[config.mk]
export PLATFORM = sky130hd
export DESIGN_NAME = noet_ctrl
export DESIGN_NICKNAME = d
export VERILOG_FILES = /design/src/noet_pkg.sv /design/src/noet_ctrl.sv
export SDC_FILE = /design/constraint.sdc
export NUM_CORES = 1
export LEC_CHECK = 0
export BUFFER_PORTS_ARGS = -buffer_cell sky130_fd_sc_hd__buf_2
export CAP_MARGIN = 15
export CORE_AREA = 2 2 39 41
export CTS_CLUSTER_DIAMETER = 60
export DETAILED_ROUTE_END_ITERATION = 7
export DIE_AREA = 0 0 41 43
export GPL_ROUTABILITY_DRIVEN = 1
export SETUP_SLACK_MARGIN = 0.15
export SYNTH_ARGS = -nofsm -noshare
export SYNTH_HDL_FRONTEND = slang
export SYNTH_SLANG_ARGS = --single-unit
[constraint.sdc]
create_clock -name clk -period 1.31 [get_ports clk]
set_input_delay 0.262 -clock clk [delete_from_list [all_inputs] [get_ports clk]]
set_output_delay 0.262 -clock clk [all_outputs]
set_load 0.03 [all_outputs]
[src/noet_pkg.sv]
// shared types and constants for the node index table with oldest-entry eviction
// no dependencies; used by the controller, datapath and top level
package noet_pkg;

  // field widths
  localparam int OP_W       = 2;
  localparam int KEY_W      = 32;
  localparam int TIME_W     = 32;
  localparam int SEL_W      = 6;
  localparam int PL_W       = 2;
  localparam int CNT_W      = 7;
  localparam int INTERVAL_W = 31;

  // default table size
  localparam int SLOTS_DEF = 64;

  // repost interval after reset, in milliseconds
  localparam logic [INTERVAL_W-1:0] INTERVAL_RST = 31'd600000;

  // operation codes
  typedef enum logic [OP_W-1:0] {
    OP_PUT   = 2'd0,
    OP_QUERY = 2'd1,
    OP_MARK  = 2'd2,
    OP_CLEAR = 2'd3
  } op_t;

  // put placement codes
  localparam logic [PL_W-1:0] PL_UPDATE = 2'd0;
  localparam logic [PL_W-1:0] PL_FILL   = 2'd1;
  localparam logic [PL_W-1:0] PL_EVICT  = 2'd2;

  // datapath commands
  typedef enum logic [2:0] {
    CMD_NONE,
    CMD_LOAD,
    CMD_SWEEP_ALL,
    CMD_SWEEP_POST,
    CMD_SCAN,
    CMD_PUT_WRITE,
    CMD_READ_SEL,
    CMD_MARK
  } cmd_t;

  // controller to datapath
  typedef struct packed {
    cmd_t cmd;
    logic report;
  } ctrl_t;

  // datapath to controller
  typedef struct packed {
    op_t  op;
    logic idx_last;
  } status_t;

endpackage

[src/noet_ctrl.sv]
// controller state machine: sequences the clearing pass, scans, writes and reports
// depends on noet_pkg
module noet_ctrl (
  input  logic              clk,
  input  logic              rst,
  input  logic              start,
  input  noet_pkg::status_t status,
  output noet_pkg::ctrl_t   ctrl,
  output logic              busy
);

  import noet_pkg::*;

  typedef enum logic [2:0] {
    S_INIT,
    S_IDLE,
    S_DECODE,
    S_SCAN,
    S_TAIL,
    S_PUT_WR,
    S_DUE,
    S_TCLR
  } state_t;

  state_t state, state_next;

  // next state and commands
  always_comb begin
    state_next  = state;
    ctrl.cmd    = CMD_NONE;
    ctrl.report = 1'b0;
    unique case (state)
      S_INIT: begin
        ctrl.cmd = CMD_SWEEP_ALL;
        if (status.idx_last) begin
          state_next = S_IDLE;
        end
      end
      S_IDLE: begin
        if (start) begin
          ctrl.cmd   = CMD_LOAD;
          state_next = S_DECODE;
        end
      end
      S_DECODE: begin
        unique case (status.op)
          OP_PUT: begin
            state_next = S_SCAN;
          end
          OP_QUERY: begin
            ctrl.cmd   = CMD_READ_SEL;
            state_next = S_DUE;
          end
          OP_MARK: begin
            ctrl.cmd    = CMD_MARK;
            ctrl.report = 1'b1;
            state_next  = S_IDLE;
          end
          OP_CLEAR: begin
            state_next = S_TCLR;
          end
          default: begin
            state_next = S_IDLE;
          end
        endcase
      end
      S_SCAN: begin
        ctrl.cmd = CMD_SCAN;
        if (status.idx_last) begin
          state_next = S_TAIL;
        end
      end
      S_TAIL: begin
        state_next = S_PUT_WR;
      end
      S_PUT_WR: begin
        ctrl.cmd    = CMD_PUT_WRITE;
        ctrl.report = 1'b1;
        state_next  = S_IDLE;
      end
      S_DUE: begin
        ctrl.report = 1'b1;
        state_next  = S_IDLE;
      end
      S_TCLR: begin
        ctrl.cmd = CMD_SWEEP_POST;
        if (status.idx_last) begin
          ctrl.report = 1'b1;
          state_next  = S_IDLE;
        end
      end
      default: begin
        state_next = S_IDLE;
      end
    endcase
  end

  // state register
  always_ff @(posedge clk) begin
    if (rst) begin
      state <= S_INIT;
    end else begin
      state <= state_next;
    end
  end

  assign busy = (state != S_IDLE);

endmodule

**Word level (Yosys, flattened, before mapping)**

Index checks and enable logic that the tools add are counted.

- Logic and storage cells: 31
- Register bits: 3
- Output and inout port bits: 5
- Input bits: 6

- Reduce and logical (&&, ||, !) cells: 5
- Multiplexer cells: 11
- Equal/unequal tests: 14

Operator list:

| cell | number |
|---|---|
| case mux 3 bit (6 select lines) | 2 |
| equality test 3 bit, second input constant | 4 |
| case mux 3 bit (4 select lines) | 1 |
| two-way mux 3 bit | 3 |
| equality test 3 x 2 -> 1 bit, second input constant | 2 |
| case mux 3 bit (2 select lines) | 1 |
| equality test 2 bit, second input constant | 2 |
| inequality test 2 bit, second input constant | 2 |
| OR reduction 2 bit | 2 |
| equality test 3 x 1 -> 1 bit, second input constant | 1 |
| zero test 3 bit | 1 |
| two-way mux 1 bit | 3 |
| inequality test 3 x 1 -> 1 bit, second input constant | 1 |
| case mux 1 bit (3 select lines) | 1 |
| AND reduction 3 bit | 1 |
| equality test 2 x 1 -> 1 bit, second input constant | 1 |
| zero test 2 bit | 1 |
| inequality test 2 x 1 -> 1 bit, second input constant | 1 |

**Longest topological paths before layout**

Gate-level depths: netlist (run 1).

- Depth in word-level cells: 4
- Depth in mapped cells: 5

**Worst setup path after synthesis (run 1)**

OpenSTA, ideal clock, no wires.

- Path type: flip-flop to output port
- Start: register state[1]
- End: output ctrl[1] (netlist bit)
- Cell stages (with the launch flop): 4
- Arrival: 1.351 ns
- Slack: -0.303 ns
- Buffers on the path: 1
- Cell sequence: dfxtp_1 buf_4 nand2_1 o31ai_1

RTL lines:

| element | line | text |
|---|---|---|
| start: declaration | noet_ctrl.sv:25 | `state_t state, state_next;` |
| start signal: assignment | noet_ctrl.sv:103 | `state <= state_next;` |
| end: declaration | noet_ctrl.sv:8 | `output noet_pkg::ctrl_t ctrl,` |

==> run_results.csv, run 1 <==
group,metric,value,unit
global_routing,grt_antenna_before_repair,0,
cts,clock_sinks,3,
finish,layout_common_cells,"14 x buf_4, 10 x buf_6",
die,die_x,41,um
finish,fill_cells,127,
finish,seqCellArea,71.32,um^2
timing,drv_slew,0,
timing,max_clock_freq,681.0,MHz
drt,vias,439,
timing,rsz0062_at_grt,"true",
cts,numCtsBuffers,3,
cts,clk_pin_slew,40,ps
run_status,violations,"negative setup slack",
power_and_ir_drop,p_leak,0.3302,nW
die,ios,11,
power_and_ir_drop,ir_drop,0.4496,mV
finish,fin_nets,84,
finish,diodes,0,
global_routing,gr-total-overflow,0,
drt,routed_via_density,4.933,
worst_setup_path,path_max_fanout,2,
synthesis,ys_warn_count,0,
global_routing,track_usage,0.1393,
synthesis,yosysTopAreaCell,"dfxtp_1",
timing,worst_slew_pin_slew,437.3,ps
worst_setup_path,startpoint_type,"input port",
finish,top_regs,"state: 3 flops",
synthesis,seq_area_frac_synth,0.1868,
placement,dp.cells,75,
drt,wl,1132,um
drt,drtPass1Iterations,3,
synthesis,yosysTopAreaCellShare,0.1868,
finish,drive_gt1_frac,0.7671,
placement,io_buffers,10,
global_routing,grt_max_degree,9,
worst_setup_path,crit_required,1050,ps
worst_setup_path,arrival,1210,ps
worst_setup_path,endpoint_kind,"output port",
flow_run,drv_cap,0,
drt,drcViolationCount,0,
synthesis,netlist_area,321.6,um^2
finish,area_delta_synth_final,139.7,%
timing,final-hold-violation-count,0,
cts,cts_buffer_depth,2,
finish,largest_register,"state",
synthesis,synth_cell_types,25,
drt,ant_nets,0,
synthesis,synthesis.instances,42,
finish,mostFrequentLayoutCell,"buf_4",
timing,finalSetupViolCount,5,
finish,layout.cells.non_filler,89,
cts,worstSkewPairLatency,230,ps
die,dieArea,1763,um^2
global_routing,grt_pass1_vias,419,
hold_path,min_path_type,"in -> reg",
timing,whs,223.3,ps
placement,hpwl,723.1,um
placement,pre_cts_slack,-260.7,ps
die,coreArea,1384,um^2
cts,cts_tree,"built",
finish,largest_register_ff_count,3,
timing,fin_ws,-158.5,ps
finish,multi_input_area,326.6,um^2
timing,fin_skew,0.5246,ps
synthesis,syn_nets,52,
synthesis,syn_area_per_cell,7.656,um^2
die,start_util,0.2324,
die,rows,14,
timing,min_period,1469,ps
power_and_ir_drop,pwr_density_cell,781.5,nW/um^2
die,die_y,43,um
run_status,status,"finished, violations left",
drt,wl_per_cell,12.72,um
drt,drt_iter0_markers,2,
worst_setup_path,path_class,"in -> out",
cts,clockRootBuffer,"clkbuf_4",
global_routing,grt_pass1_wl,1662,um
cts,cts_hold_buf,0,
cts,htree_levels,1,
synthesis,ys_ff_latch,3,
timing,min_period_over_period,1.121,
timing,relSlewSlack,0.7048,
synthesis,synth_area_leaders,"dfxtp_1 19%, ha_1 16%, a21oi_1 7.8%",
placement,place.gp.congestion,0.7346,
## per-layer routing
metal  global-route usage  up-vias  part of all wire
met2               0.2563        9              0.58
li1                     -      221                 -
met4              0.02000        0                 0
met1               0.1438      209              0.39
met3              0.04712        0             0.036
met5                    0        -                 0
## worst max-delay path: stages
cell and delay, ps:
buf_12 90, inv_12 30, ha_4 260, inv_2 30, o211ai_1 260, o31ai_4 120, buf_6 150
## timing repair
action | in CTS | in global routing
hold endpoints to repair | 0 | 0
resized for setup | 25 | 8
endpoints found under the setup margin | 8 | 8
pin swaps | 4 | 4
buffers inserted | 8 | 2
## cell families (layout without fill, tap and decap cells)
kind of cell | Yosys count | after routing | synth area share
flip-flops | 3 | 3 | 0.1868
AND/OR/NAND/NOR | 11 | 11 | 0.2024
adder cells (fa/ha/maj) | 4 | 4 | 0.1556
AO/OA/AOI/OAI | 15 | 15 | 0.3113
buffers and inverters | 8 | 39 | 0.1129
multiplexers | 1 | 1 | 0.03113
## metrics by stage
stage	TNS, ps	utilization	total power, mW	area, um^2
6_report	-629.1	0.5570	0.6023	770.7
5_1_grt	-849.4	0.5570	0.6484	770.7
4_1_cts	-632.7	0.5190	0.5831	718.2
3_5_place_dp	-876.3	0.4005	0.3460	554.3
3_3_place_gp	-805.7	0.4005	0.3417	554.3
2_1_floorplan	0	-	0.2639	411.6
## synth_stat cells (all sizes together)
cell type	count
a211o	1
a211oi	1
a21oi	5
a311oi	1
a31o	1
and3b	1
buf	3
dfxtp	3
ha	4
inv	5
mux2i	1
nand2	2
nor2	1
nor2b	2
nor3	2
nor4	1
o211ai	1
o21ai	2
o311ai	1
o31ai	2
or3	1
or4b	1
## layout make-up
| type | instances | area share |
|---|---|---|
| Clock buffer | 4 | 0.03409 |
| Sequential cell | 3 | 0.09253 |
| Tap cell | 16 | 0.02597 |
| Multi-Input combinational cell | 31 | 0.4237 |
| Timing Repair Buffer | 30 | 0.3799 |
| Inverter | 5 | 0.04383 |
## final timing paths
check	startpoint	to	slack [ps]	cells after the start
max	status[1]	ctrl[3]	-160	7
min	rst	state[1]	220	2
max reg2reg	state[1]	state[1]	30	4
min reg2reg	state[0]	state[0]	690	3
## power breakdown
part           internal [mW]  switching [mW]
clock network          0.114          0.0490
registers             0.0989          0.0190
logic                  0.178           0.144
total                  0.391           0.212
Power figures use the tool's default switching activity.
==> run 2: changes to the inputs <==
==> constraint.sdc (replaced) <==
create_clock -name clk -period 1.2 [get_ports clk]
set_input_delay 0.24 -clock clk [delete_from_list [all_inputs] [get_ports clk]]
set_output_delay 0.24 -clock clk [all_outputs]
set_load 0.03 [all_outputs]
==> run 2 against run 1 <==
Compared with the run above: the run still ends with negative setup slack left; register-to-register slack worse by 160 ps; utilization up 1.4 points; global-route usage up 1.4 points; hold slack worse by 30 ps; count of clock-buffer cells in the layout unchanged; via count down 0.46%; first-iteration DRC count rose to 3.0 times the previous value; clock power up 15%; critical path depth down 3; setup slack worse by 51 ps; die area unchanged; cell area up 2.6%; largest cell class unchanged; largest power group unchanged.
==> run_results.csv, run 2 (synthesized netlist as in run 1, its figures left out) <==
group,metric,value,unit
power_and_ir_drop,power,0.6651,mW
worst_setup_path,endpoint_kind,"output port",
global_routing,track_usage,0.1536,
timing,fin_ws,-209.5,ps
cts,htree_levels,1,
die,coreArea,1384,um^2
power_and_ir_drop,p_switching,0.2402,mW
global_routing,grt_pass1_vias,450,
timing,min_period,1410,ps
power_and_ir_drop,ir_drop,0.3799,mV
drt,drt_iter0_markers,6,
worst_setup_path,crit_start,"state[0]",
drt,ant_nets,0,
drt,vias,437,
die,die_x,41,um
worst_setup_path,rr_startpoint,"state[1]",
global_routing,gr-total-overflow,0,
placement,place.gp.congestion,0.7378,
finish,fin_nets,86,
cts,cts_hold_buf,0,
power_and_ir_drop,p_leak,0.3374,nW
timing,worst_slew_pin_slew,272.4,ps
power_and_ir_drop,pwr_density_cell,841.1,nW/um^2
finish,largest_register_ff_count,3,
timing,finalSetupViolCount,8,
drt,wl,1083,um
drt,drtPass1Iterations,4,
finish,fin_util,0.5714,
finish,layout_common_cells,"15 x buf_4, 13 x buf_6",
cts,worstSkewPairLatency,240,ps
power_and_ir_drop,power.internal,0.4249,mW
finish,drive_gt1_frac,0.8133,
global_routing,grt_max_degree,8,
power_and_ir_drop,swShare,0.3612,
placement,hpwl,663.8,um
power_and_ir_drop,power.share.clock,0.282,
power_and_ir_drop,p_seq_frac,0.192,
drt,wl_per_cell,11.90,um
run_status,status,"finished, violations left",
finish,largest_register,"state",
finish,top_regs,"state: 3 flops",
drt,drcViolationCount,0,
finish,area_delta_synth_final,145.9,%
timing,min_period_over_period,1.175,
worst_setup_path,path_class,"reg -> out",
die,ios,11,
cts,cts_buffer_depth,2,
timing,fin_skew,7.838,ps
global_routing,grt_pass1_wl,1800,um
finish,fill_cells,112,
timing,rsz0062_at_grt,"true",
finish,diodes,0,
cts,clock_sinks,3,
worst_setup_path,arrival,1170,ps
die,rows,14,
die,start_util,0.2324,
cts,clockRootBuffer,"clkbuf_4",
drt,routed_via_density,4.802,
finish,mostFrequentLayoutCell,"buf_4",
hold_path,min_path_type,"in -> reg",
placement,place_area,564.3,um^2
cts,clk_pin_slew,40,ps
placement,io_buffers,10,
timing,relSlewSlack,0.8176,
worst_setup_path,path_max_fanout,7,
timing,final-hold-violation-count,0,
finish,finish.instance_area,790.8,um^2
power_and_ir_drop,pwr-share-comb,0.527,
timing,max_clock_freq,709.5,MHz
cts,numCtsBuffers,3,
global_routing,grt_antenna_before_repair,0,
hold_path,worstHoldStart,"rst",
flow_run,drv_cap,0,
timing,drv_slew,0,
die,dieArea,1763,um^2
die,die_y,43,um
cts,cts_tree,"built",
worst_setup_path,startpoint_type,"register",
worst_setup_path,crit_required,960,ps
run_status,violations,"negative setup slack",
## run 2: changes by cell type in the layout (fill, tap and decap cells not counted), sizes merged
cell | before | now
buf | 30 | 32
## run 2: layout make-up
type                       count  area (um^2)  share of cell area
clock buffer                   4        26.28             0.03323
inverter                       5        33.78             0.04272
multi-input combinational     31        345.3              0.4367
sequential                     3        71.32             0.09019
tap                           16        20.02             0.02532
timing repair buffer          32        294.0              0.3718
## run 2: worst paths after layout
check	to	slack, ps	cells after the start
max	ctrl[2]	-210	4
min	state[1]	190	2
max reg2reg	state[1]	-130	5
min reg2reg	state[0]	690	3
## run 2: power groups by stage
stage	clock [mW]	combinational, mW	sequential (mW)
2_1_floorplan	0	0.172	0.118
3_3_place_gp	0	0.225	0.137
3_5_place_dp	0	0.227	0.136
4_1_cts	0.191	0.334	0.127
5_1_grt	0.194	0.375	0.129
6_report	0.187	0.350	0.128
## run 2: worst max-delay path: stages (launching register included)
cell and delay, ps:
dfxtp_4 370, buf_6 120, a211oi_2 180, a31o_2 130, buf_6 120
## run 2: metal layers
metal	up-vias	track usage	wire length [um]
met1	203	0.1640	446
met2	10	0.2813	591
met5	-	0	0
met3	2	0	19
li1	222	-	-
met4	0	0.08000	26
## run 2: what timing repair did
action	in CTS	in global routing
pin swaps	9	4
endpoints found under the setup margin	8	8
gates resized for setup	37	4
setup buffers	8	1
## run 2: metrics by stage
stage | std cells | hold WS [ps] | TNS (ps) | setup WS [ps]
finish | 91 | 193.3 | -1111 | -209.5
global route | 91 | 199.6 | -1382 | -247.8
CTS | 90 | 185.9 | -1155 | -212.4
detailed placement | 78 | 437.9 | -1373 | -308.4
global placement | 78 | 431.9 | -1366 | -305.8
floorplan | 42 | 301.7 | -2.885 | -2.885
==> run 3: changes to the inputs <==
--- a/config.mk
+++ b/config.mk
@@ -6,8 +6,9 @@
 export NUM_CORES = 1
 export LEC_CHECK = 0
 export BUFFER_PORTS_ARGS = -buffer_cell sky130_fd_sc_hd__buf_2
-export CAP_MARGIN = 15
+export CAP_MARGIN = 20
 export CORE_AREA = 2 2 39 41
+export CTS_BUF_LIST = sky130_fd_sc_hd__clkbuf_4 sky130_fd_sc_hd__clkbuf_8 sky130_fd_sc_hd__clkbuf_16
 export CTS_CLUSTER_DIAMETER = 60
 export DETAILED_ROUTE_END_ITERATION = 7
 export DIE_AREA = 0 0 41 43
==> run 3 against run 2 <==
Compared with the run above: the flow still finishes with violations (negative setup slack); die area did not move; non-clock buffer count unchanged; utilization rose by 0.27 points; register-to-register slack barely moved; power is 4.2% higher; cell area up 0.47%; critical endpoint unchanged; largest cell class unchanged; largest power group unchanged.
==> run_results.csv, run 3 (synthesized netlist as in run 1, its figures left out) <==
group,metric,value,unit
worst_setup_path,startpoint_type,"register",
worst_setup_path,path_class,"reg -> out",
finish,top_regs,"state: 3 flops",
worst_setup_path,rr_startpoint,"state[1]",
global_routing,use_met2,0.2813,
cts,cts_hold_buf,0,
cts,htree_levels,1,
flow_run,drv_cap,0,
global_routing,grt_pass1_wl,1835,um
timing,rsz0062_at_grt,"true",
drt,wl_per_cell,12.02,um
placement,place.gp.congestion,0.7378,
die,rows,14,
timing,finalSetupViolCount,8,
global_routing,grt_pass1_vias,454,
timing,fin_skew,7.062,ps
die,ios,11,
timing,relSlewSlack,0.8176,
global_routing,grtUsageMet1,0.1672,
timing,max_clock_freq,706.9,MHz
die,die_y,43,um
cts,clk_pin_slew,40,ps
cts,clockRootBuffer,"clkbuf_4",
finish,largest_register_ff_count,3,
worst_setup_path,crit_start,"state[0]",
die,start_util,0.2324,
finish,largest_register,"state",
power_and_ir_drop,pwr_density_cell,872.2,nW/um^2
placement,pre_cts_slack,-308.4,ps
worst_setup_path,endpoint_kind,"output port",
drt,drt_iter0_markers,6,
worst_setup_path,crit_required,960,ps
cts,cts_buffer_depth,2,
timing,drv_slew,0,
worst_setup_path,arrival,1170,ps
finish,layout.cells.non_filler,91,
drt,vias,440,
cts,numCtsBuffers,3,
finish,mostFrequentLayoutCell,"buf_4",
timing,min_period,1415,ps
timing,worst_slew_pin_slew,272.4,ps
die,coreArea,1384,um^2
drt,drtPass1Iterations,4,
die,die_x,41,um
finish,layout_common_cells,"15 x buf_4, 13 x buf_6, 4 x clkbuf_4",
finish,fill_cells,110,
global_routing,track_usage,0.1576,
cts,clock_sinks,3,
worst_setup_path,path_max_fanout,7,
timing,final-hold-violation-count,0,
finish,area_delta_synth_final,147.1,%
placement,hpwl,663.8,um
drt,routed_via_density,4.835,
global_routing,grt_max_degree,8,
timing,min_period_over_period,1.179,
power_and_ir_drop,p_leak,0.3408,nW
die,dieArea,1763,um^2
finish,fin_nets,86,
global_routing,gr-usage-met3,0.01571,
global_routing,gr-total-overflow,0,
run_status,status,"finished, violations left",
timing,fin_tns_setup,-1140,ps
placement,io_buffers,10,
finish,drive_gt1_frac,0.8267,
power_and_ir_drop,power,0.6930,mW
finish,diodes,0,
global_routing,gr-max-usage-layer,"met2",
cts,worstSkewPairLatency,250,ps
hold_path,min_path_type,"in -> reg",
placement,dp.cells,78,
run_status,violations,"negative setup slack",
drt,drcViolationCount,0,
timing,fin_ws,-214.7,ps
power_and_ir_drop,ir_drop,0.3549,mV
drt,wl,1094,um
finish,fin_util,0.5741,
global_routing,grt_antenna_before_repair,0,
hold_path,worstHoldStart,"rst",
cts,cts_tree,"built",
drt,ant_nets,0,
run 3: layout make-up:
type	instances	area [um^2]	area share
flip-flops and latches	3	71.32	0.08976
inverters	5	33.78	0.04252
multi-input cells	31	345.3	0.4346
repair buffers	32	294.0	0.3701
clock buffers	4	30.03	0.03780
well taps	16	20.02	0.02520
run 3: metrics by stage:
step | area (um^2) | hold WS (ps)
final | 794.5 | 187.0
after floorplan | 426.7 | 301.7
after global routing | 794.5 | 189.6
after CTS | 767.0 | 184.4
after detailed placement | 564.3 | 437.9
after global placement | 564.3 | 431.9
run 3: path summary, 6_finish.rpt:
path	endpoint	depth (start not counted)	slack, ps
max	ctrl[2]	4	-210
min	state[1]	2	190
min reg2reg	state[0]	3	690
max reg2reg	state[1]	5	-130
run 3: layer usage:
layer	wire length, um	vias up	share of wire
li1	-	223	-
met1	454	205	0.41
met2	596	10	0.54
met3	22	2	0.020
met4	21	0	0.019
met5	0	-	0
run 3: report_power, final:
part           switching, mW  internal, mW
combinational          0.158         0.192
sequential            0.0199         0.108
clock                 0.0670         0.148
total                  0.245         0.448
run 3: what timing repair did:
| item | CTS | global route |
|---|---|---|
| hold endpoints to repair | 0 | 0 |
| setup endpoints to repair | 8 | 8 |
| setup buffers | 8 | 1 |
| pin swaps | 9 | 4 |
| resized for setup | 37 | 4 |
run 3: critical path, stage by stage (launching register included):
cell and delay (ps):
dfxtp_4 370, buf_6 120, a211oi_2 180, a31o_2 130, buf_6 120
